$ cat src/hdl/cbd_pkg.sv
// ----------------------------------------------------------------------------
// cbd_pkg: shared types and constants for the compass bearing core
// Request and result payloads, the CORDIC cell vector and the arctangent
// table in binary-angle units (2^32 units per turn).
// ----------------------------------------------------------------------------
package cbd_pkg;

    localparam int COORD_W = 24;
    localparam int DIFF_W  = COORD_W + 1;
    localparam int XY_W    = COORD_W + 4;   // room for CORDIC gain and sqrt(2)
    localparam int ANGLE_W = 32;
    localparam int Z_W     = ANGLE_W + 2;
    localparam int DEG_W   = 10;
    localparam int MAG_W   = 9;
    localparam int MUL_W   = ANGLE_W + MAG_W;
    localparam int MAX_STAGES = 32;

    localparam logic [MAG_W-1:0] DEG_PER_TURN = 9'd360;

    localparam logic signed [Z_W-1:0] Z_HALF    = 34'sh0_8000_0000;
    localparam logic signed [Z_W-1:0] Z_QUARTER = 34'sh0_4000_0000;
    localparam logic signed [Z_W-1:0] Z_FULL    = 34'sh1_0000_0000;

    localparam logic [ANGLE_W-1:0] ATAN_BAM [MAX_STAGES] = '{
        32'h20000000, 32'h12E4051E, 32'h09FB385B, 32'h051111D4,
        32'h028B0D43, 32'h0145D7E1, 32'h00A2F61E, 32'h00517C55,
        32'h0028BE53, 32'h00145F2F, 32'h000A2F98, 32'h000517CC,
        32'h00028BE6, 32'h000145F3, 32'h0000A2FA, 32'h0000517D,
        32'h000028BE, 32'h0000145F, 32'h00000A30, 32'h00000518,
        32'h0000028C, 32'h00000146, 32'h000000A3, 32'h00000051,
        32'h00000029, 32'h00000014, 32'h0000000A, 32'h00000005,
        32'h00000003, 32'h00000001, 32'h00000001, 32'h00000000
    };

    typedef struct packed {
        logic signed [COORD_W-1:0] observer_x;
        logic signed [COORD_W-1:0] observer_y;
        logic signed [COORD_W-1:0] object_x;
        logic signed [COORD_W-1:0] object_y;
    } cbd_req_t;

    typedef struct packed {
        logic signed [DEG_W-1:0] bearing_deg;
        logic                    coincident;
    } cbd_rsp_t;

    typedef struct packed {
        logic                   valid;
        logic                   coincident;
        logic signed [XY_W-1:0] x;
        logic signed [XY_W-1:0] y;
        logic signed [Z_W-1:0]  z;
    } cbd_vec_t;

endpackage

$ cat src/hdl/cbd_front.sv
// ----------------------------------------------------------------------------
// cbd_front: coordinate differences and initial rotation
// Stage one forms the east and north differences; stage two folds the
// vector into the right half-plane and seeds the angle.
// ----------------------------------------------------------------------------
module cbd_front (
    input  logic              clk,
    input  logic              rst_n,
    input  logic              advance,
    input  logic              req_valid,
    input  cbd_pkg::cbd_req_t req_data,
    output cbd_pkg::cbd_vec_t vec
);
    import cbd_pkg::*;

    logic                     valid_a_reg;
    logic signed [DIFF_W-1:0] dx_reg;
    logic signed [DIFF_W-1:0] dy_reg;
    logic signed [DIFF_W-1:0] dx_next;
    logic signed [DIFF_W-1:0] dy_next;
    logic signed [XY_W-1:0]   dx_ext;
    logic signed [XY_W-1:0]   dy_ext;
    cbd_vec_t                 vec_reg;
    cbd_vec_t                 vec_next;

    assign dx_next = DIFF_W'(req_data.object_x) - DIFF_W'(req_data.observer_x);
    assign dy_next = DIFF_W'(req_data.object_y) - DIFF_W'(req_data.observer_y);
    assign dx_ext  = XY_W'(dx_reg);
    assign dy_ext  = XY_W'(dy_reg);

    always_comb
    begin
        vec_next.valid      = valid_a_reg;
        vec_next.coincident = (dx_reg == '0) && (dy_reg == '0);
        vec_next.x          = dy_ext;
        vec_next.y          = dx_ext;
        vec_next.z          = '0;
        if (dy_reg < 0)
        begin
            // rotate by half a turn
            vec_next.x = -dy_ext;
            vec_next.y = -dx_ext;
            vec_next.z = Z_HALF;
        end
        else if (dy_reg == '0)
        begin
            // on the east-west axis: land on +x exactly
            vec_next.y = '0;
            if (dx_reg > 0)
            begin
                vec_next.x = dx_ext;
                vec_next.z = Z_QUARTER;
            end
            else
            begin
                vec_next.x = -dx_ext;
                vec_next.z = -Z_QUARTER;
            end
        end
    end

    always_ff @(posedge clk or negedge rst_n)
    begin
        if (!rst_n)
        begin
            valid_a_reg <= 1'b0;
            vec_reg     <= '0;
        end
        else if (advance)
        begin
            valid_a_reg <= req_valid;
            vec_reg     <= vec_next;
        end
    end

    always_ff @(posedge clk)
    begin
        if (advance)
        begin
            dx_reg <= dx_next;
            dy_reg <= dy_next;
        end
    end

    assign vec = vec_reg;

endmodule

$ cat config.mk
export PLATFORM = sky130hd
export DESIGN_NAME = cbd_front
export DESIGN_NICKNAME = d
export VERILOG_FILES = /design/src/hdl/cbd_pkg.sv /design/src/hdl/cbd_front.sv
export SDC_FILE = /design/constraint.sdc
export NUM_CORES = 1
export LEC_CHECK = 0
export ABC_AREA = 1
export BUFFER_PORTS_ARGS = -buffer_cell sky130_fd_sc_hd__buf_2
export CAP_MARGIN = 30
export CORE_MARGIN = 8
export CORE_UTILIZATION = 45
export CTS_CLUSTER_SIZE = 14
export DETAILED_ROUTE_END_ITERATION = 8
export GPL_TIMING_DRIVEN = 0
export PLACE_DENSITY_LB_ADDON = 0.12
export SYNTH_ARGS = -nofsm -noshare
export SYNTH_HDL_FRONTEND = slang
export SYNTH_SLANG_ARGS = --single-unit
$ cat constraint.sdc
create_clock -name clk -period 1.9 [get_ports clk]
set_input_delay 0.38 -clock clk [delete_from_list [all_inputs] [get_ports clk]]
set_output_delay 0.38 -clock clk [all_outputs]
set_load 0.01 [all_outputs]
==> metrics.csv <==
stage,metric,value,unit
outcome,status,"finished, violations left",
outcome,violated checks,negative setup slack,
logic_synthesis,Post-synth ARST share,55.4,%
sta,RSZ-0062 raised after global routing,true,
setup_path,"Data required, critical path",2.15,ns
power_and_ir_drop,Pleak,5.89,nW
detailed_routing,wire per inst,16.9,um
logic_synthesis,synthesized cell area,9110,um2
setup_path,endpoint class of the critical path,register,
logic_synthesis,ranking of synthesized cells by area,"dfrtp_1, edfxtp_1, nand2_1",
power_and_ir_drop,power per cell area,733,nW/um2
sta,final hold violation count,0,
logic_synthesis,top-count cell post-synth,nand2_1,
placement,Buffers on Ports,161,
setup_path,worst setup path class,reg -> reg,
logic_synthesis,Mean Syn Cell Area,6.96,um2
sta,Highest Clock Rate,491,MHz
placement,Post-Place Worst Slack,-0.716,ns
cells_and_area,Layout area overhead,30.3,%
clocking,clock sink count,112,
cells_and_area,Final nets,1726,
die,Rows,52,
die,Initial Util,45.5,%
power_and_ir_drop,Max VDD drop,0.450,mV
detailed_routing,1st-iter DRT viols,747,
die,Die Width,158,um
setup_path,worst-path fanout max,10,
logic_synthesis,leading area contributor after synthesis,dfrtp_1,
sta,skew final,0.0104,ns
global_route,total track usage,24.1,%
detailed_routing,Met3 Routed Length,2130,um
clocking,Root Driver,clkbuf_16,
setup_path,Setup crit start kind,register,
logic_synthesis,Post-synth top cells,"nand2_1, inv_1, nor2_1, a21oi_1, nand3_1",
power_and_ir_drop,Pwr Total,8.70,mW
setup_path,WP data arrival,2.28,ns
detailed_routing,total number of vias,9561,
logic_synthesis,Synth cell types,46,
global_route,"Remaining Overflow, GRT",0,
clocking,clock buffer depth,2,
clocking,worst skew pair latency,0.36,ns
sta,setup violators final,23,
detailed_routing,DRT Wirelength,31200,um
sta,hold slack,0.0974,ns
placement,detailed-placement wirelength estimate,24400,um
clocking,CTS Buf Count,9,
cells_and_area,layout cells sized above 1,27.4,%
global_route,largest net degree at the start of global routing,63,
logic_synthesis,share of the synthesized area in the top cell type,17.0,%
global_route,initial antenna violation count,0,
cells_and_area,antenna cell count,0,
detailed_routing,vias per inst,5.17,
clocking,CTS HTree Levels,3,
clocking,Worst-path clk slew,0.08,ns
clocking,CTS tree,done,
logic_synthesis,Syn Inst Count,1308,
sta,Slew HR,38.6,%
detailed_routing,Final ANT Viol Nets,0,
logic_synthesis,warnings from Yosys,0,
cells_and_area,max reg flops,61,
logic_synthesis,sequential element share of the synthesized area,33.5,%
global_route,first-pass GRT wire length,47200,um
clocking,hold buffer count at cts,0,
detailed_routing,Top Metal Used,met4,
detailed_routing,drt drc,0,
sta,worst-margin pin slew,0.921,ns
sta,min cycle time layout,2.04,ns
min_path,hold crit path type,in -> async,
sta,final setup margin,-0.136,ns
detailed_routing,routed length on met2,13300,um
sta,Max Slew Vio Count,0,
detailed_routing,DRT Pass-1 Iters,6,
logic_synthesis,"Top FF cell, synth",dfrtp_1,
detailed_routing,M1 WL,14500,um
logic_synthesis,Post-synth EDFFs,50,
job,Max Cap Viol,0,
global_route,vias in the first global route,8896,
sta,period utilization,107,%
die,total die area,25100,um2
logic_synthesis,#FFs+latches synth,112,
die,core area,20000,um2
placement,Final GP Congestion,0.937,
die,die height,158,um
die,I/O Pins,192,
routing by layer:
layer / GRT usage [%] / vias to the layer above
met5: 0 / -
met4: 9.79 / 0
met3: 3.31 / 73
met2: 36.8 / 439
met1: 33.8 / 4305
li1: - / 4744
worst paths after layout:
| path | slack (ns) | start | depth (start not counted) | to |
|---|---|---|---|---|
| worst max-delay path | -0.14 | dx_reg[0] | 12 | vec[76] |
| worst min-delay path | 0.1 | rst_n | 1 | valid_a_reg |
| worst max register to register | -0.14 | dx_reg[0] | 12 | vec[76] |
| worst min register to register | 0.48 | vec[91] | 2 | vec[91] |
| max in group asynchronous | 1.24 | rst_n | 1 | vec[36] |
| min in group clk | 0.23 | req_valid | 3 | valid_a_reg |
cells in the final DEF, fill, tap and decap left out, types with 4 or more instances in the layout:
cell       instances
o21ai_1            5
or2_2              4
nor3_1            23
a21oi_2           19
o21ai_0           54
buf_4             86
nor2_4            10
nand2_1          346
nor2_1           129
o22ai_1            4
conb_1            30
edfxtp_1          50
clkbuf_1          14
a21oi_1           62
nand3_4            8
inv_1            150
nand4_1           22
dfrtp_1           62
nor2_2            26
nand3_1           59
nand2_4            4
nand3_2           12
o21ai_2            8
buf_2            163
xnor2_1           14
nor4_1             4
nand2_2           18
buf_8              4
clkbuf_16         12
inv_2             11
o21a_1             4
ha_1              46
o21bai_1           9
xor2_1            35
buf_6             10
a31oi_1           12
critical path, cell delays in order, from the launching register on:
cell and delay [ns]:
edfxtp_1 0.46, inv_2 0.14, ha_4 0.16, nand2_4 0.09, nor2_4 0.13, nand3_4 0.13
nand2_8 0.14, inv_6 0.06, buf_8 0.15, nand2_1 0.08, o21ai_1 0.12, o21ai_1 0.18
nand2_1 0.06
kinds of logic (layout without fill, tap and decap cells):
kind of cell | after synthesis | in the layout | synth area share, %
xor+xnor | 52 | 52 | 5.00
other cells | 1 | 30 | 0.0412
fa+ha+maj | 52 | 52 | 7.31
simple gates | 674 | 675 | 31.5
flops | 112 | 112 | 33.5
buf+inv | 220 | 461 | 10.8
compound gates | 197 | 197 | 11.9
layout make-up:
cell class / count / area (um2)
plain buffers: 57 / 410
fillers: 1978 / 8170
clock inverters: 6 / 47.5
multi-input cells: 1006 / 5780
flip-flops and latches: 112 / 3050
inverters: 163 / 619
repair buffers: 225 / 1370
clock buffers: 10 / 250
well taps: 270 / 338
through the flow:
step	util [%]	cell area [um2]	cells	setup TNS (ns)
after detailed placement	52.1	10400	1769	-32.57
after global placement	52.0	10400	1768	-58.41
after CTS	56.2	11300	1829	-0.784
after floorplan	-	9270	1337	-0.00498
final	59.2	11900	1849	-1.14
after global routing	59.2	11900	1849	-3.40
power breakdown:
group	switching (mW)	internal, mW
clock network	0.919	0.985
logic	2.14	1.32
registers	0.328	3.00
total	3.39	5.31
timing repair:
action                     in CTS  in global routing
resized for setup              56                118
cloned                          1                  4
setup endpoints to repair      62                 70
pin swaps                      19                 30
buffers inserted               43                 16
Power figures use the tool's default switching activity.
