**config.mk**
```make
export PLATFORM = sky130hd
export DESIGN_NAME = cbd_back
export DESIGN_NICKNAME = d
export VERILOG_FILES = /design/src/hdl/cbd_pkg.sv /design/src/hdl/cbd_back.sv
export SDC_FILE = /design/constraint.sdc
export NUM_CORES = 1
export LEC_CHECK = 0
export ABC_AREA = 0
export ABC_CLOCK_PERIOD_IN_PS = 5000
export BUFFER_PORTS_ARGS = -buffer_cell sky130_fd_sc_hd__buf_2
export CAP_MARGIN = 5
export CORE_UTILIZATION = 30
export DETAILED_ROUTE_END_ITERATION = 7
export PLACE_DENSITY = 0.51
export SYNTH_ARGS = -nofsm -noshare
export SYNTH_HDL_FRONTEND = slang
export SYNTH_SLANG_ARGS = --single-unit
```
**constraint.sdc**
```tcl
create_clock -name clk -period 5 [get_ports clk]
set_clock_uncertainty 0.1 [all_clocks]
set_input_delay 0.75 -clock clk [delete_from_list [all_inputs] [get_ports clk]]
set_output_delay 0.75 -clock clk [all_outputs]
set_load 0.005 [all_outputs]
```
**src/hdl/cbd_pkg.sv**
```systemverilog
// ----------------------------------------------------------------------------
// cbd_pkg: shared types and constants for the compass bearing core
// Request and result payloads, the CORDIC cell vector and the arctangent
// table in binary-angle units (2^32 units per turn).
// ----------------------------------------------------------------------------
package cbd_pkg;

    localparam int COORD_W = 24;
    localparam int DIFF_W  = COORD_W + 1;
    localparam int XY_W    = COORD_W + 4;   // room for CORDIC gain and sqrt(2)
    localparam int ANGLE_W = 32;
    localparam int Z_W     = ANGLE_W + 2;
    localparam int DEG_W   = 10;
    localparam int MAG_W   = 9;
    localparam int MUL_W   = ANGLE_W + MAG_W;
    localparam int MAX_STAGES = 32;

    localparam logic [MAG_W-1:0] DEG_PER_TURN = 9'd360;

    localparam logic signed [Z_W-1:0] Z_HALF    = 34'sh0_8000_0000;
    localparam logic signed [Z_W-1:0] Z_QUARTER = 34'sh0_4000_0000;
    localparam logic signed [Z_W-1:0] Z_FULL    = 34'sh1_0000_0000;

    localparam logic [ANGLE_W-1:0] ATAN_BAM [MAX_STAGES] = '{
        32'h20000000, 32'h12E4051E, 32'h09FB385B, 32'h051111D4,
        32'h028B0D43, 32'h0145D7E1, 32'h00A2F61E, 32'h00517C55,
        32'h0028BE53, 32'h00145F2F, 32'h000A2F98, 32'h000517CC,
        32'h00028BE6, 32'h000145F3, 32'h0000A2FA, 32'h0000517D,
        32'h000028BE, 32'h0000145F, 32'h00000A30, 32'h00000518,
        32'h0000028C, 32'h00000146, 32'h000000A3, 32'h00000051,
        32'h00000029, 32'h00000014, 32'h0000000A, 32'h00000005,
        32'h00000003, 32'h00000001, 32'h00000001, 32'h00000000
    };

    typedef struct packed {
        logic signed [COORD_W-1:0] observer_x;
        logic signed [COORD_W-1:0] observer_y;
        logic signed [COORD_W-1:0] object_x;
        logic signed [COORD_W-1:0] object_y;
    } cbd_req_t;

    typedef struct packed {
        logic signed [DEG_W-1:0] bearing_deg;
        logic                    coincident;
    } cbd_rsp_t;

    typedef struct packed {
        logic                   valid;
        logic                   coincident;
        logic signed [XY_W-1:0] x;
        logic signed [XY_W-1:0] y;
        logic signed [Z_W-1:0]  z;
    } cbd_vec_t;

endpackage

```
**src/hdl/cbd_back.sv**
```systemverilog
// ----------------------------------------------------------------------------
// cbd_back: angle to degrees and result register
// Wraps the angle, scales it by 360 per turn and applies the range mode.
// ----------------------------------------------------------------------------
module cbd_back (
    input  logic              clk,
    input  logic              rst_n,
    input  logic              advance,
    input  logic              mode,
    input  cbd_pkg::cbd_vec_t vec,
    output logic              rsp_valid,
    output cbd_pkg::cbd_rsp_t rsp_data
);
    import cbd_pkg::*;

    logic signed [Z_W-1:0]   zw;
    logic                    neg_next;
    logic [ANGLE_W-1:0]      mag_next;
    logic                    valid_c_reg;
    logic                    coin_c_reg;
    logic                    neg_c_reg;
    logic [ANGLE_W-1:0]      mag_c_reg;
    logic [MUL_W-1:0]        prod;
    logic                    valid_d_reg;
    logic                    coin_d_reg;
    logic                    neg_d_reg;
    logic [MAG_W-1:0]        deg_d_reg;
    logic signed [DEG_W-1:0] deg_ext;
    logic                    rsp_valid_reg;
    cbd_rsp_t                rsp_data_reg;
    cbd_rsp_t                rsp_data_next;

    always_comb
    begin
        zw       = (vec.z > Z_HALF) ? (vec.z - Z_FULL) : vec.z;
        neg_next = mode && (zw < 0);
        // mode 0 reads the low word as an unsigned turn fraction
        mag_next = neg_next ? ANGLE_W'(-zw) : zw[ANGLE_W-1:0];
    end

    assign prod    = MUL_W'(mag_c_reg) * MUL_W'(DEG_PER_TURN);
    assign deg_ext = DEG_W'(deg_d_reg);

    always_comb
    begin
        rsp_data_next.coincident  = coin_d_reg;
        rsp_data_next.bearing_deg = neg_d_reg ? -deg_ext : deg_ext;
        if (coin_d_reg)
            rsp_data_next.bearing_deg = '0;
    end

    always_ff @(posedge clk or negedge rst_n)
    begin
        if (!rst_n)
        begin
            valid_c_reg   <= 1'b0;
            valid_d_reg   <= 1'b0;
            rsp_valid_reg <= 1'b0;
        end
        else if (advance)
        begin
            valid_c_reg   <= vec.valid;
            valid_d_reg   <= valid_c_reg;
            rsp_valid_reg <= valid_d_reg;
        end
    end

    always_ff @(posedge clk)
    begin
        if (advance)
        begin
            coin_c_reg   <= vec.coincident;
            neg_c_reg    <= neg_next;
            mag_c_reg    <= mag_next;
            coin_d_reg   <= coin_c_reg;
            neg_d_reg    <= neg_c_reg;
            deg_d_reg    <= prod[MUL_W-1:ANGLE_W];
            rsp_data_reg <= rsp_data_next;
        end
    end

    assign rsp_valid = rsp_valid_reg;
    assign rsp_data  = rsp_data_reg;

endmodule

```
==> flow_summary_export.csv <==
group,metric,value,unit
clock_network,ctsResizeCount,0,
cells_and_area,nets,919,
yosys,syn_area_per_cell,9.87,sq um
yosys,syn_area,6270,sq um
timing,max_freq,0.254,GHz
yosys,synth_compound_area_share,12.9,%
worst_setup_path,critPathBufInv,0,
yosys,ys_warn_count,0,
worst_setup_path,criticalPathCategory,"register to register",
global_routing,grt_pass1_vias,4411,
worst_setup_path,critPathCaptureType,"register",
worst_setup_path,slowest_stage,"fa_1",
yosys,synth.distinct_cells,62,
yosys,synthArstFlopShare,5.08,%
die,fp.dieW,147,um
clock_network,cts_hold_buffers,0,
yosys,synthTopCellsByArea,"edfxtp_1, ha_1, fa_1, inv_1, xnor2_1",
timing,hold_viol,0,
yosys,yosysSeqAreaShare,28.0,%
timing,period_share,78.8,%
detailed_routing,routed_wirelength,12.2,mm
power_and_ir_drop,p_leak,3.30,nW
clock_network,cts-buffers-inserted,9,
die,fp.dieH,147,um
global_routing,grt_usage,12.2,%
clock_network,post_cts_buffers,0,
timing,worstMarginPinSlew,0.883,ns
yosys,yosysTopAreaCellShare,26.8,%
detailed_routing,avgViaCountPerCell,4.47,
power_and_ir_drop,power.density,590,nW/um^2
worst_setup_path,cp_slowest_stage_delay,0.44,ns
worst_setup_path,startpoint,"mag_c_reg[2]$_DFFE_PP_",
yosys,synth.mux.area_fraction,0.859,%
cells_and_area,antennaDiodeCount,0,
yosys,synth_top_family_by_area,"adder cells",
clock_network,cts.htree.levels,3,
yosys,ys_ff_latch,59,
detailed_routing,final_antenna_net_count,0,
global_routing,grt_overflow,0,
detailed_routing,firstDrtPassIters,5,
clock_network,cts_root_buf,"clkbuf_16",
worst_hold_path,hold_class,"input pin to asynchronous set/reset pin",
global_routing,grt_start_max_net_pins,39,
place,place_hpwl,10.2,mm
yosys,syn_nets,862,
timing,finalSetupTns,0,ns
global_routing,grt_first_pass_wirelength,21.1,mm
timing,final.min_clock_period,3.94,ns
place,io_buffer_count,51,
timing,rsz0062_at_grt,"no",
yosys,synth_edf_count,56,
status,status,"completed",
die,start_util,30.8,%
detailed_routing,drcViolationCount,0,
worst_setup_path,critical_path_required,4.98,ns
die,io_pins,108,
timing,slew-limit-headroom,41.2,%
cells_and_area,layout-drive-gt1-share,11.6,%
yosys,syn-instance-count,635,
yosys,synthFlopType,"edfxtp_1",
yosys,synth_top_area_cell,"edfxtp_1",
yosys,synth_xor_area_share,7.97,%
worst_setup_path,worst_setup_path_start_kind,"register",
yosys,synthAdderAreaFrac,31.7,%
clock_network,tritoncts,"built",
timing,report.final.slew_viol_count,0,
worst_setup_path,reg2reg_from,"mag_c_reg[2]$_DFFE_PP_",
timing,setup_viol,0,
detailed_routing,routedWlPerCell,12.6,um
clock_network,cts.sinks,59,
cells_and_area,fill_cells,2104,
worst_setup_path,worstPathCellList,"ha_1 > ha_1 > xor2_1 > fa_1 > ha_1 > or3_1 > o221ai_1 > o41ai_1 > o31a_1 > nor4b_1 > a211oi_1",
yosys,synth-simple-area-share,10.7,%
cells_and_area,fin_util,35.0,%
worst_setup_path,cp.arrival,3.92,ns
yosys,synth_common_cells,"inv_1, ha_1, edfxtp_1",
worst_setup_path,crit_top_cell,"ha_1",
cells_and_area,syn_to_final_growth,13.7,%
clock_network,clock_latency,0.35,ns
detailed_routing,drtIter0Drc,144,
yosys,synth_most_common_cell,"inv_1",
clock_network,clk_pin_slew,0.06,ns
power_and_ir_drop,peakVddDrop,0.203,mV
worst_setup_path,crit_family,"adder cells",
die,core_area,20400,sq um
worst_setup_path,crit_fanout,3,
place,gp_congestion,0.781,
clock_network,clockBufferDepth,2,
flow_run,drv_cap,0,
cells_and_area,largest_reg_flops,32,
die,num_rows,52,
detailed_routing,vias,4325,
die,dieArea,21500,sq um
global_routing,antenna_found_initial,0,
worst register-to-register path, stage by stage (launching register included):
cell,delay (ns)
edfxtp_1,0.42
ha_1,0.35
ha_1,0.33
xor2_1,0.21
fa_1,0.44
ha_1,0.22
or3_1,0.35
o221ai_1,0.32
o41ai_1,0.19
o31a_1,0.38
nor4b_1,0.30
a211oi_1,0.07
layout by cell type (no fill, tap or decap), types with 3 or more instances in the layout:
cell | synthesis | routed
o21a_1 | 3 | 3
xnor2_1 | 39 | 39
a31oi_1 | 5 | 5
edfxtp_1 | 56 | 56
nand3_1 | 9 | 9
o211a_1 | 3 | 3
or3_1 | 6 | 6
buf_2 | 1 | 51
a211o_1 | 3 | 3
dfrtp_1 | 3 | 3
nor4_1 | 3 | 3
clkbuf_16 | 0 | 9
o21ai_0 | 19 | 19
nand2_1 | 40 | 40
nand4_1 | 3 | 3
nor2b_1 | 5 | 5
ha_1 | 85 | 85
nand2b_1 | 4 | 4
a21o_1 | 13 | 13
nor3_1 | 8 | 8
inv_1 | 124 | 124
xor2_1 | 18 | 18
fa_1 | 46 | 46
mux2_2 | 3 | 3
o211ai_1 | 3 | 3
and3_1 | 5 | 5
nor2_1 | 34 | 34
a21oi_1 | 36 | 35
o31ai_1 | 7 | 7
worst paths after layout:
check,slack (ns),end,depth (start not counted)
max,1.06,deg_d_reg[7]$_DFFE_PP_,11
min,0.08,valid_c_reg$_DFFE_PN0P_,1
max reg2reg,1.06,deg_d_reg[7]$_DFFE_PP_,11
min reg2reg,0.32,coin_d_reg$_DFFE_PP_,0
max in group asynchronous,4.60,valid_d_reg$_DFFE_PN0P_,1
min in group clk,0.32,coin_d_reg$_DFFE_PP_,0
where the power goes:
group / switching, mW / total (mW) / internal [mW]
registers: 0.0646 / 0.775 / 0.711
clock network: 0.234 / 0.569 / 0.335
logic: 1.65 / 2.86 / 1.21
total: 1.95 / 4.20 / 2.25
final cells by class:
type | count | area [sq um] | share of cell area [%]
Multi-Input combinational cell | 445 | 4020 | 56.4
Sequential cell | 59 | 1760 | 24.7
Inverter | 124 | 465 | 6.54
Tap cell | 270 | 338 | 4.74
Timing Repair Buffer | 53 | 270 | 3.79
Clock buffer | 10 | 229 | 3.22
Clock inverter | 6 | 42.5 | 0.597
cell families after synthesis:
family	count (synthesis)
and+or+nand+nor	134
buffers and inverters	131
adders and majority gates	131
AOI/OAI and AO/OA	118
DFF	59
xor gates and xnor gates	57
muxes	5
stage by stage:
| step | std cells | setup WS, ns | cell area, sq um | hold slack, ns | total power [mW] |
|---|---|---|---|---|---|
| final | 967 | 1.06 | 7120 | 0.0827 | 4.20 |
| after global routing | 967 | 0.772 | 7120 | 0.0725 | 4.72 |
| after CTS | 967 | 0.976 | 7120 | 0.0757 | 4.25 |
| after detailed placement | 951 | 1.00 | 6850 | 0.306 | 3.65 |
| after global placement | 951 | 1.03 | 6850 | 0.311 | 3.64 |
| after floorplan | 635 | 1.37 | 6270 | 0.300 | 3.01 |
layer usage:
metal  wire, um  GRT usage, %
met1       6480          16.5
met2       5320          19.4
met3        276          2.44
met4        153          4.38
met5          0             0
(Power assumes the default switching activity.)
