$ cat src/hdl/cbd_pkg.sv
// ----------------------------------------------------------------------------
// cbd_pkg: shared types and constants for the compass bearing core
// Request and result payloads, the CORDIC cell vector and the arctangent
// table in binary-angle units (2^32 units per turn).
// ----------------------------------------------------------------------------
package cbd_pkg;

    localparam int COORD_W = 24;
    localparam int DIFF_W  = COORD_W + 1;
    localparam int XY_W    = COORD_W + 4;   // room for CORDIC gain and sqrt(2)
    localparam int ANGLE_W = 32;
    localparam int Z_W     = ANGLE_W + 2;
    localparam int DEG_W   = 10;
    localparam int MAG_W   = 9;
    localparam int MUL_W   = ANGLE_W + MAG_W;
    localparam int MAX_STAGES = 32;

    localparam logic [MAG_W-1:0] DEG_PER_TURN = 9'd360;

    localparam logic signed [Z_W-1:0] Z_HALF    = 34'sh0_8000_0000;
    localparam logic signed [Z_W-1:0] Z_QUARTER = 34'sh0_4000_0000;
    localparam logic signed [Z_W-1:0] Z_FULL    = 34'sh1_0000_0000;

    localparam logic [ANGLE_W-1:0] ATAN_BAM [MAX_STAGES] = '{
        32'h20000000, 32'h12E4051E, 32'h09FB385B, 32'h051111D4,
        32'h028B0D43, 32'h0145D7E1, 32'h00A2F61E, 32'h00517C55,
        32'h0028BE53, 32'h00145F2F, 32'h000A2F98, 32'h000517CC,
        32'h00028BE6, 32'h000145F3, 32'h0000A2FA, 32'h0000517D,
        32'h000028BE, 32'h0000145F, 32'h00000A30, 32'h00000518,
        32'h0000028C, 32'h00000146, 32'h000000A3, 32'h00000051,
        32'h00000029, 32'h00000014, 32'h0000000A, 32'h00000005,
        32'h00000003, 32'h00000001, 32'h00000001, 32'h00000000
    };

    typedef struct packed {
        logic signed [COORD_W-1:0] observer_x;
        logic signed [COORD_W-1:0] observer_y;
        logic signed [COORD_W-1:0] object_x;
        logic signed [COORD_W-1:0] object_y;
    } cbd_req_t;

    typedef struct packed {
        logic signed [DEG_W-1:0] bearing_deg;
        logic                    coincident;
    } cbd_rsp_t;

    typedef struct packed {
        logic                   valid;
        logic                   coincident;
        logic signed [XY_W-1:0] x;
        logic signed [XY_W-1:0] y;
        logic signed [Z_W-1:0]  z;
    } cbd_vec_t;

endpackage

$ cat src/hdl/cbd_cell.sv
// ----------------------------------------------------------------------------
// cbd_cell: one CORDIC vectoring cell
// Rotates toward y = 0 by atan(2^-STAGE) and hands the vector on; a vector
// already on the axis passes unchanged.
// ----------------------------------------------------------------------------
module cbd_cell #(
    parameter int STAGE = 0
) (
    input  logic              clk,
    input  logic              rst_n,
    input  logic              advance,
    input  cbd_pkg::cbd_vec_t vec_in,
    output cbd_pkg::cbd_vec_t vec_out
);
    import cbd_pkg::*;

    localparam logic signed [Z_W-1:0] ANGLE = Z_W'(ATAN_BAM[STAGE]);

    logic signed [XY_W-1:0] xs;
    logic signed [XY_W-1:0] ys;
    cbd_vec_t               vec_reg;
    cbd_vec_t               vec_next;

    assign xs = vec_in.x >>> STAGE;
    assign ys = vec_in.y >>> STAGE;

    always_comb
    begin
        vec_next = vec_in;
        if (vec_in.y > 0)
        begin
            vec_next.x = vec_in.x + ys;
            vec_next.y = vec_in.y - xs;
            vec_next.z = vec_in.z + ANGLE;
        end
        else if (vec_in.y < 0)
        begin
            vec_next.x = vec_in.x - ys;
            vec_next.y = vec_in.y + xs;
            vec_next.z = vec_in.z - ANGLE;
        end
    end

    always_ff @(posedge clk or negedge rst_n)
    begin
        if (!rst_n)
            vec_reg <= '0;
        else if (advance)
            vec_reg <= vec_next;
    end

    assign vec_out = vec_reg;

endmodule

$ cat config.mk
export PLATFORM = sky130hd
export DESIGN_NAME = cbd_cell
export DESIGN_NICKNAME = d
export VERILOG_FILES = /design/src/hdl/cbd_pkg.sv /design/src/hdl/cbd_cell.sv
export SDC_FILE = /design/constraint.sdc
export NUM_CORES = 1
export LEC_CHECK = 0
export ABC_AREA = 1
export BUFFER_PORTS_ARGS = -buffer_cell sky130_fd_sc_hd__buf_2
export CORE_MARGIN = 2
export CORE_UTILIZATION = 53
export CTS_BUF_LIST = sky130_fd_sc_hd__clkbuf_16
export DETAILED_ROUTE_END_ITERATION = 12
export GPL_ROUTABILITY_DRIVEN = 1
export HOLD_SLACK_MARGIN = 0.03
export PLACE_DENSITY = 0.79
export SYNTH_ARGS = -nofsm -noshare
export SYNTH_HDL_FRONTEND = slang
export SYNTH_SLANG_ARGS = --single-unit
$ cat constraint.sdc
create_clock -name clk -period 0.8 [get_ports clk]
set_input_delay 0.16 -clock clk [delete_from_list [all_inputs] [get_ports clk]]
set_output_delay 0.16 -clock clk [all_outputs]
set_load 0.1 [all_outputs]
==> results_dict.tcl, run 1 <==
set metrics [dict create \
    firstError "[ERROR GRT-0116] Global routing finished with congestion. Check the congestion regions in the DRC Viewer." \
    start_util_pct 53.5 \
    clock_tree.buffer_depth 2 \
    placed_area_sq_mm 0.0159 \
    synthAdderAreaFrac_pct 11.6 \
    io_buffers 186 \
    async_reset_ff_share_pct 100 \
    yosysWarnings 0 \
    grt_usage_pct 81.8 \
    rows 51 \
    syn_inst 1739 \
    muxShareOfSynthArea_pct 0 \
    syn_avg_cell_area_sq_um 5.93 \
    cts_num_sinks 92 \
    synth-compound-area-share_pct 10.3 \
    synth_xor_area_share_pct 2.12 \
    synth.distinct_cells 41 \
    fp.dieW_microns 143 \
    synthSimpleGateAreaFrac_pct 39.5 \
    htreeDepth 3 \
    syn_nets 1928 \
    ios 187 \
    gr-total-overflow 391 \
    seq_area_frac_synth_pct 22.3 \
    numCtsBuffers 9 \
    grt_pass1_vias 20100 \
    lastStage "global routing (5_1_grt)" \
    gp_congestion 1.12 \
    yosys_register_bits 92 \
    synth_top_family_by_area "simple AND/OR/NAND/NOR gates" \
    syn-cell-area_sq_mm 0.0103 \
    grt_pass1_wl_mm 129 \
    place_hpwl_mm 37.6 \
    grt_start_max_net_pins 51 \
    root_buffer "clkbuf_16" \
    synth_edf_count 0 \
    status "did not finish" \
    place_inst 2366 \
    die_h_microns 143 \
    synth_ff_type "dfrtp_1" \
]
[repair_timing]
action	4_1_cts
buffers inserted	75
hold endpoints to repair	110
gates cloned	4
hold buffers	19
endpoints found under the setup margin	176
pin swaps	211
resized for setup	443
[through the flow]
stage                     setup slack (ps)  utilization (%)  setup TNS, ps
after CTS                             -774             96.7         -76920
after detailed placement             -1320             82.4         -85880
after global placement               -1290             82.4         -80480
after floorplan                       -785                -         -41150
[layer usage]
layer | GRT usage [%] | GRT overflow
met1 | 78.1 | 6
met2 | 99.9 | 227
met3 | 67.5 | 14
met4 | 85.6 | 144
met5 | 35.6 | 0
[cell families after synthesis]
logic type,Yosys count
AOI/OAI and AO/OA,197
xor gates and xnor gates,25
adders and majority gates,94
buffers and inverters,350
DFF,92
and+or+nand+nor,981
[cell usage after synthesis (3+ instances only)]
library cell    n  area (sq um)
buf_6           7          78.8
xor2_1         22           193
o21ai_1        19          95.1
nor3_1          5          25.0
nand2_1       642          2410
buf_1           4          15.0
nand3_1       134           671
ha_1           91          1140
dfrtp_1        92          2300
nor2_1        133           499
and2_1          3          18.8
inv_1         284          1070
a21oi_1       106           531
fa_1            3          60.1
buf_4          20           150
clkbuf_1       19          71.3
nand4_1        28           175
a31oi_1        13          81.3
or2_2           5          31.3
nand3_2         5          50.1
xnor2_1         3          26.3
o21ai_0        39           195
nand2_2         6          37.5
nor2_2         12          75.1
buf_2          12          60.1
o21bai_1       14           105
==> run 2, diff against run 1 <==
Settings changed: CORE_UTILIZATION 53 to 40, CTS_BUF_LIST sky130_fd_sc_hd__clkbuf_16 to default, HOLD_SLACK_MARGIN 0.03 to default, PLACE_DENSITY 0.79 to default, PLACE_DENSITY_LB_ADDON from default to 0.15.
Clock period 0.8 ns to 1 ns, I/O delays scaled along.
==> run 2 against run 1 <==
Against the previous run:
- synthesized cell count stayed put
- the flow now finishes, with violations (negative setup slack)
- synthesized area unchanged
==> results_dict.tcl, run 2 <==
set metrics [dict create \
    hold_path.class "input port to flip-flop" \
    violations "negative setup slack" \
    synthTopCellsByArea "nand2_1 (23%), dfrtp_1 (22%), ha_1 (11%)" \
    irDropWorstVdd_mv 1.15 \
    path_delay_family "simple AND/OR/NAND/NOR gates" \
    final_common_cell "nand2_1" \
    arrival_ps 2090 \
    yosysTopAreaCell "nand2_1" \
    maxSlewViolCount 0 \
    fp.dieW_microns 165 \
    post-route-period-util_pct 185 \
    vias 13600 \
    syn_inst 1739 \
    yosys_register_bits 92 \
    intPower_mw 12.6 \
    crit_path_end_kind "flip-flop" \
    rows 58 \
    wl_mm 51.0 \
    die_h_microns 165 \
    ios 187 \
    synth.top_cell.area_share_pct 23.4 \
    yosysWarnings 0 \
    coreArea_sq_mm 0.0253 \
    die_area_sq_mm 0.0271 \
    cts_tree "yes" \
    numCtsBuffers 9 \
    grt_pass1_vias 13100 \
    drive_gt1_share_pct 57.0 \
    status "complete, but fails checks" \
    final_cell_mix "nand2_1 (415), buf_4 (273), inv_1 (218)" \
    power_density_mw_per_mm2 1250 \
    grt_start_max_net_pins 34 \
    crit_type "input port to flip-flop" \
    drc 0 \
    start_util_pct 40.8 \
    switching_share_pct 49.2 \
    io_buffers 186 \
    largest_reg_flops 92 \
    cts_num_sinks 92 \
    via_per_inst 5.28 \
    switching_power_mw 12.2 \
    diodes 0 \
    critPathMaxFanout 5 \
    syn_nets 1928 \
    power_frac_seq_pct 20.0 \
    fin_cells 2581 \
    critical_path_buf_inv_count 4 \
    cp_slowest_cell "nand4_1" \
    antenna_found_initial 0 \
    first_pass_iters 8 \
    worst_slack_ps -851 \
    fin_crit_ps 1850 \
    cp-start-kind "input port" \
    finalNetCount 2435 \
    fin_util_pct 78.7 \
    syn_avg_cell_area_sq_um 5.93 \
    place_inst 2465 \
    wire_per_inst_microns 19.8 \
    multi_input_area_sq_mm 0.00960 \
    cap_violations 0 \
    setup_viol 153 \
    seq_area_sq_mm 0.00242 \
    synthToLayoutAreaGrowth_pct 92.7 \
    syn-cell-area_sq_mm 0.0103 \
    async_reset_ff_share_pct 100 \
    synth_edf_count 0 \
    synth.distinct_cells 41 \
    grt_usage_pct 35.8 \
    clk_pin_slew_ps 70 \
    gp_congestion 1.01 \
    place_hpwl_mm 37.5 \
    slew-limit-headroom_pct 72.8 \
    seq_area_frac_synth_pct 22.3 \
    totalPowerFinal_mw 24.8 \
    clock_power_share_pct 15.3 \
    worstPathCellList "buf_8 > inv_4 > nand4_1 > nor2_2 > nand2_1 > nor2b_4 > buf_12 > nor2_4 > buf_4 > nand3_1 > nand2_1 > nand2_2 > nand2_1" \
    synth_ff_type "dfrtp_1" \
    cp_common_cell "nand2_1" \
    htreeDepth 3 \
    drtIter0Drc 1149 \
    rsz0062_at_grt "true" \
    gr-total-overflow 0 \
    p_comb_share_pct 64.7 \
    p_leak_nw 10.0 \
    drtAntennaViolNets 0 \
    clock_tree.buffer_depth 2 \
    nFillCells 1797 \
    slowest_delay_ps 350 \
    clock_latency_ps 350 \
    root_buffer "clkbuf_16" \
    fin_skew_ps 0 \
    yosysMostFrequentCell "nand2_1" \
    max_freq_mhz 540 \
    synth_common_cells "nand2_1 (642), inv_1 (284), nand3_1 (134)" \
    tightest_slew_ps 406 \
    required_ps 1240 \
    grt_pass1_wl_mm 72.8 \
    hold_violations 0 \
]
[run 2: cell counts after synthesis]
No cell type changed its count.
[run 2: cells by family after synthesis]
| logic type | count (synthesis) | synth area share, % |
|---|---|---|
| AOI/OAI and AO/OA | 197 | 10.3 |
| xor gates and xnor gates | 25 | 2.12 |
| adders and majority gates | 94 | 11.6 |
| buffers and inverters | 350 | 14.2 |
| DFF | 92 | 22.3 |
| and+or+nand+nor | 981 | 39.5 |
[run 2: area by class of cell]
cell class                      instances  area share [%]
Multi-Input combinational cell       1299            48.3
Sequential cell                        92            12.2
Clock inverter                          6           0.353
Timing Repair Buffer                  556            29.7
Inverter                              288            6.17
Clock buffer                           10            1.20
Tap cell                              330            2.08
[run 2: worst min-delay path: stages]
cell and delay [ps]:
buf_2 70, nand2_1 40, nand2_1 50
[run 2: final timing paths]
path                              from          end  slack (ps)  depth (start not counted)
max                         vec_in[34]  vec_out[54]        -850                         13
min                         vec_in[12]  vec_out[12]          40                          3
max reg2reg                vec_out[82]  vec_out[82]          70                          3
min reg2reg                 vec_out[2]   vec_out[2]         520                          2
max in group asynchronous        rst_n  vec_out[50]         250                          3
min in group asynchronous        rst_n  vec_out[82]         250                          2
[run 2: timing repair]
action	in CTS	in global routing
endpoints found under the setup margin	153	153
setup buffers	55	52
pin swaps	181	179
gates cloned	5	0
resized for setup	404	318
endpoints found under the hold margin	91	0
hold buffers	1	0
[run 2: per-stage QoR]
stage	worst slack (ps)	setup TNS [ps]	area (sq um)	hold WS, ps
3_3_place_gp	-1240	-68880	16000	79.4
5_1_grt	-874	-60250	19900	41.9
3_5_place_dp	-1260	-70330	16000	79.0
6_report	-851	-60750	19900	39.5
4_1_cts	-685	-50030	18300	27.8
2_1_floorplan	-627	-29850	11700	-95.6
[run 2: routing by layer]
layer  part of all wire (%)  global-route usage, %  wire length (microns)  up-vias
li1                       -                      -                      -     6408
met1                     39                   45.0                  20000     6432
met2                     48                   60.6                  24400      614
met3                    7.0                   5.37                   3550      169
met4                    6.0                   16.8                   3060        0
met5                      0                      0                      0        -
[run 2: power groups by stage]
stage	registers, mW	logic [mW]	clock network (mW)
3_3_place_gp	5.01	13.2	0
5_1_grt	5.00	16.7	3.96
3_5_place_dp	5.02	13.3	0
6_report	4.95	16.0	3.80
2_1_floorplan	8.42	4.33	0
4_1_cts	4.95	14.7	3.86
No activity file was read; power rests on OpenSTA's default activity.
==> run 3, diff against run 2 <==
Settings changed: SKIP_LAST_GASP from default to 1.
==> run 3 against run 2 <==
Against the previous run:
- the flow still finishes with violations (negative setup slack)
- combinational power fell by 3%
- clock power barely moved
- core utilization fell by 1.8 points
- via count fell by 1.5%
- highest routed layer is now met5
==> results_dict.tcl, run 3 (synthesized netlist as in run 2, its figures left out) <==
set metrics [dict create \
    endpoint "vec_out[46]" \
    via_per_inst 5.20 \
    startpoint "vec_in[39]" \
    violations "negative setup slack" \
    timing.hold.ws_ps 37.2 \
    irDropWorstVdd_mv 1.12 \
    drc 0 \
    m1WireLength_mm 19.7 \
    grt_pass1_wl_mm 72.9 \
    io_buffers 186 \
    max_freq_mhz 570 \
    rows 58 \
    status "complete, but fails checks" \
    min_path_cells 3 \
    worstReg2RegEnd "vec_out[82]" \
    vias 13400 \
    place_inst 2465 \
    highest_layer "met5" \
    worst_slack_ps -754 \
    first_pass_iters 6 \
    wl_mm 49.9 \
    cts_num_sinks 92 \
    worstPathCellList "buf_2 > inv_4 > ha_4 > o21ai_2 > buf_4 > nand2_1 > nand2_1 > nand2_1 > nand3b_1 > or2_1 > nand3_2 > nand2_2 > nand2_2 > nand2_1" \
    root_buffer "clkbuf_16" \
    min-delay-start "vec_in[12]" \
    hold_path.class "input port to flip-flop" \
    required_ps 1250 \
    setup_tns_ps -55090 \
    post-route-period-util_pct 175 \
    hold_violations 0 \
    rsz0062_at_grt "true" \
    met3_length_mm 3.44 \
    die_h_microns 165 \
    grt_usage_pct 35.8 \
    power_density_mw_per_mm2 1260 \
    fin_crit_ps 1750 \
    maxSlewViolCount 0 \
    arrival_ps 2010 \
    fp.dieW_microns 165 \
    drtIter0Drc 968 \
    cp_common_cell "nand2_1" \
    clock_tree.buffer_depth 2 \
    grt_pass1_vias 13100 \
    slew-limit-headroom_pct 75.4 \
    p_leak_nw 9.85 \
    numCtsBuffers 9 \
    diodes 0 \
    slowest_delay_ps 320 \
    drtAntennaViolNets 0 \
    cts_tree "yes" \
    synthToLayoutAreaGrowth_pct 88.1 \
    fin_cells 2579 \
    place_hpwl_mm 37.5 \
    fin_skew_ps 0 \
    gr-total-overflow 0 \
    r2r-start "vec_out[82]" \
    crit_path_end_kind "flip-flop" \
    wire_per_inst_microns 19.3 \
    cap_violations 0 \
    largest_reg_flops 92 \
    critPathMaxFanout 6 \
    clk_pin_slew_ps 70 \
    drive_gt1_share_pct 54.0 \
    start_util_pct 40.8 \
    setup_viol 153 \
    die_area_sq_mm 0.0271 \
    final_cell_mix "nand2_1 (454), buf_4 (278), inv_1 (220)" \
    crit_type "input port to flip-flop" \
    wl_met2_mm 23.8 \
    r2r_cells 3 \
    tightest_slew_ps 365 \
    nFillCells 1882 \
    coreArea_sq_mm 0.0253 \
    ios 187 \
    reg2reg_slack_ps 80 \
    htreeDepth 3 \
    final_common_cell "nand2_1" \
    antenna_found_initial 2 \
    grt_start_max_net_pins 34 \
    cp-start-kind "input port" \
    clock_latency_ps 350 \
    gp_congestion 1.01 \
    cp_slowest_cell "ha_4" \
    finalNetCount 2433 \
]
-- run 3: changes by cell type in the layout (fill, tap and decap cells not counted), moves of 3 or more --
cell     before  now
buf_6        83   74
nand2_1     415  454
nand3_2      71   60
nand2_8      11    8
nand3_4      18   15
buf_2        66   69
nand2_4      55   49
nand2_2     167  137
xor2_1       11   14
nor2_4       56   53
buf_4       273  278
nand3_1      50   64
a21oi_4      11    7
-- run 3: worst min-delay path by stage --
stage             endpoint  slack [ps]
3_5_place_dp   vec_out[17]          80
5_1_grt        vec_out[11]          40
3_3_place_gp   vec_out[17]          80
2_1_floorplan   vec_out[0]        -100
6_report       vec_out[12]          40
4_1_cts        vec_out[12]          30
-- run 3: repair_timing --
item | CTS | global route
buffers inserted | 55 | 47
hold endpoints to repair | 91 | 0
resized for setup | 388 | 220
hold buffers | 1 | 0
cloned | 5 | 0
endpoints found under the setup margin | 153 | 153
pin swaps | 179 | 137
-- run 3: final cells by class --
type | instances | area (sq um) | area share (%)
Multi-Input combinational cell | 1299 | 9190 | 47.4
Clock buffer | 10 | 239 | 1.23
Timing Repair Buffer | 554 | 5850 | 30.1
Inverter | 288 | 1220 | 6.31
Tap cell | 330 | 413 | 2.13
Clock inverter | 6 | 70.1 | 0.361
Sequential cell | 92 | 2420 | 12.5
-- run 3: stage by stage --
| stage | power, mW | setup WS (ps) | instance area, sq um | utilization (%) |
|---|---|---|---|---|
| 2_1_floorplan | 12.8 | -627 | 11700 | - |
| 3_3_place_gp | 18.2 | -1240 | 16000 | 63.3 |
| 3_5_place_dp | 18.3 | -1260 | 16000 | 63.3 |
| 4_1_cts | 23.4 | -685 | 18300 | 72.4 |
| 5_1_grt | 25.3 | -819 | 19400 | 76.8 |
| 6_report | 24.4 | -754 | 19400 | 76.8 |
-- run 3: layer usage --
layer,track usage (%),vias to the layer above
li1,-,6403
met1,44.8,6310
met2,60.8,547
met3,5.45,159
met4,16.4,2
met5,0,-
-- run 3: critical path, delay by kind of cell --
kind | cells | cell delay (ps)
AOI/OAI and AO/OA | 1 | 80
adders and majority gates | 1 | 320
buffers and inverters | 3 | 290
and+or+nand+nor | 9 | 1090
-- run 3: power breakdown --
group          total [mW]  switching [mW]  internal, mW
combinational        15.6            9.56          6.09
sequential           4.94           0.616          4.33
clock                3.82            1.78          2.04
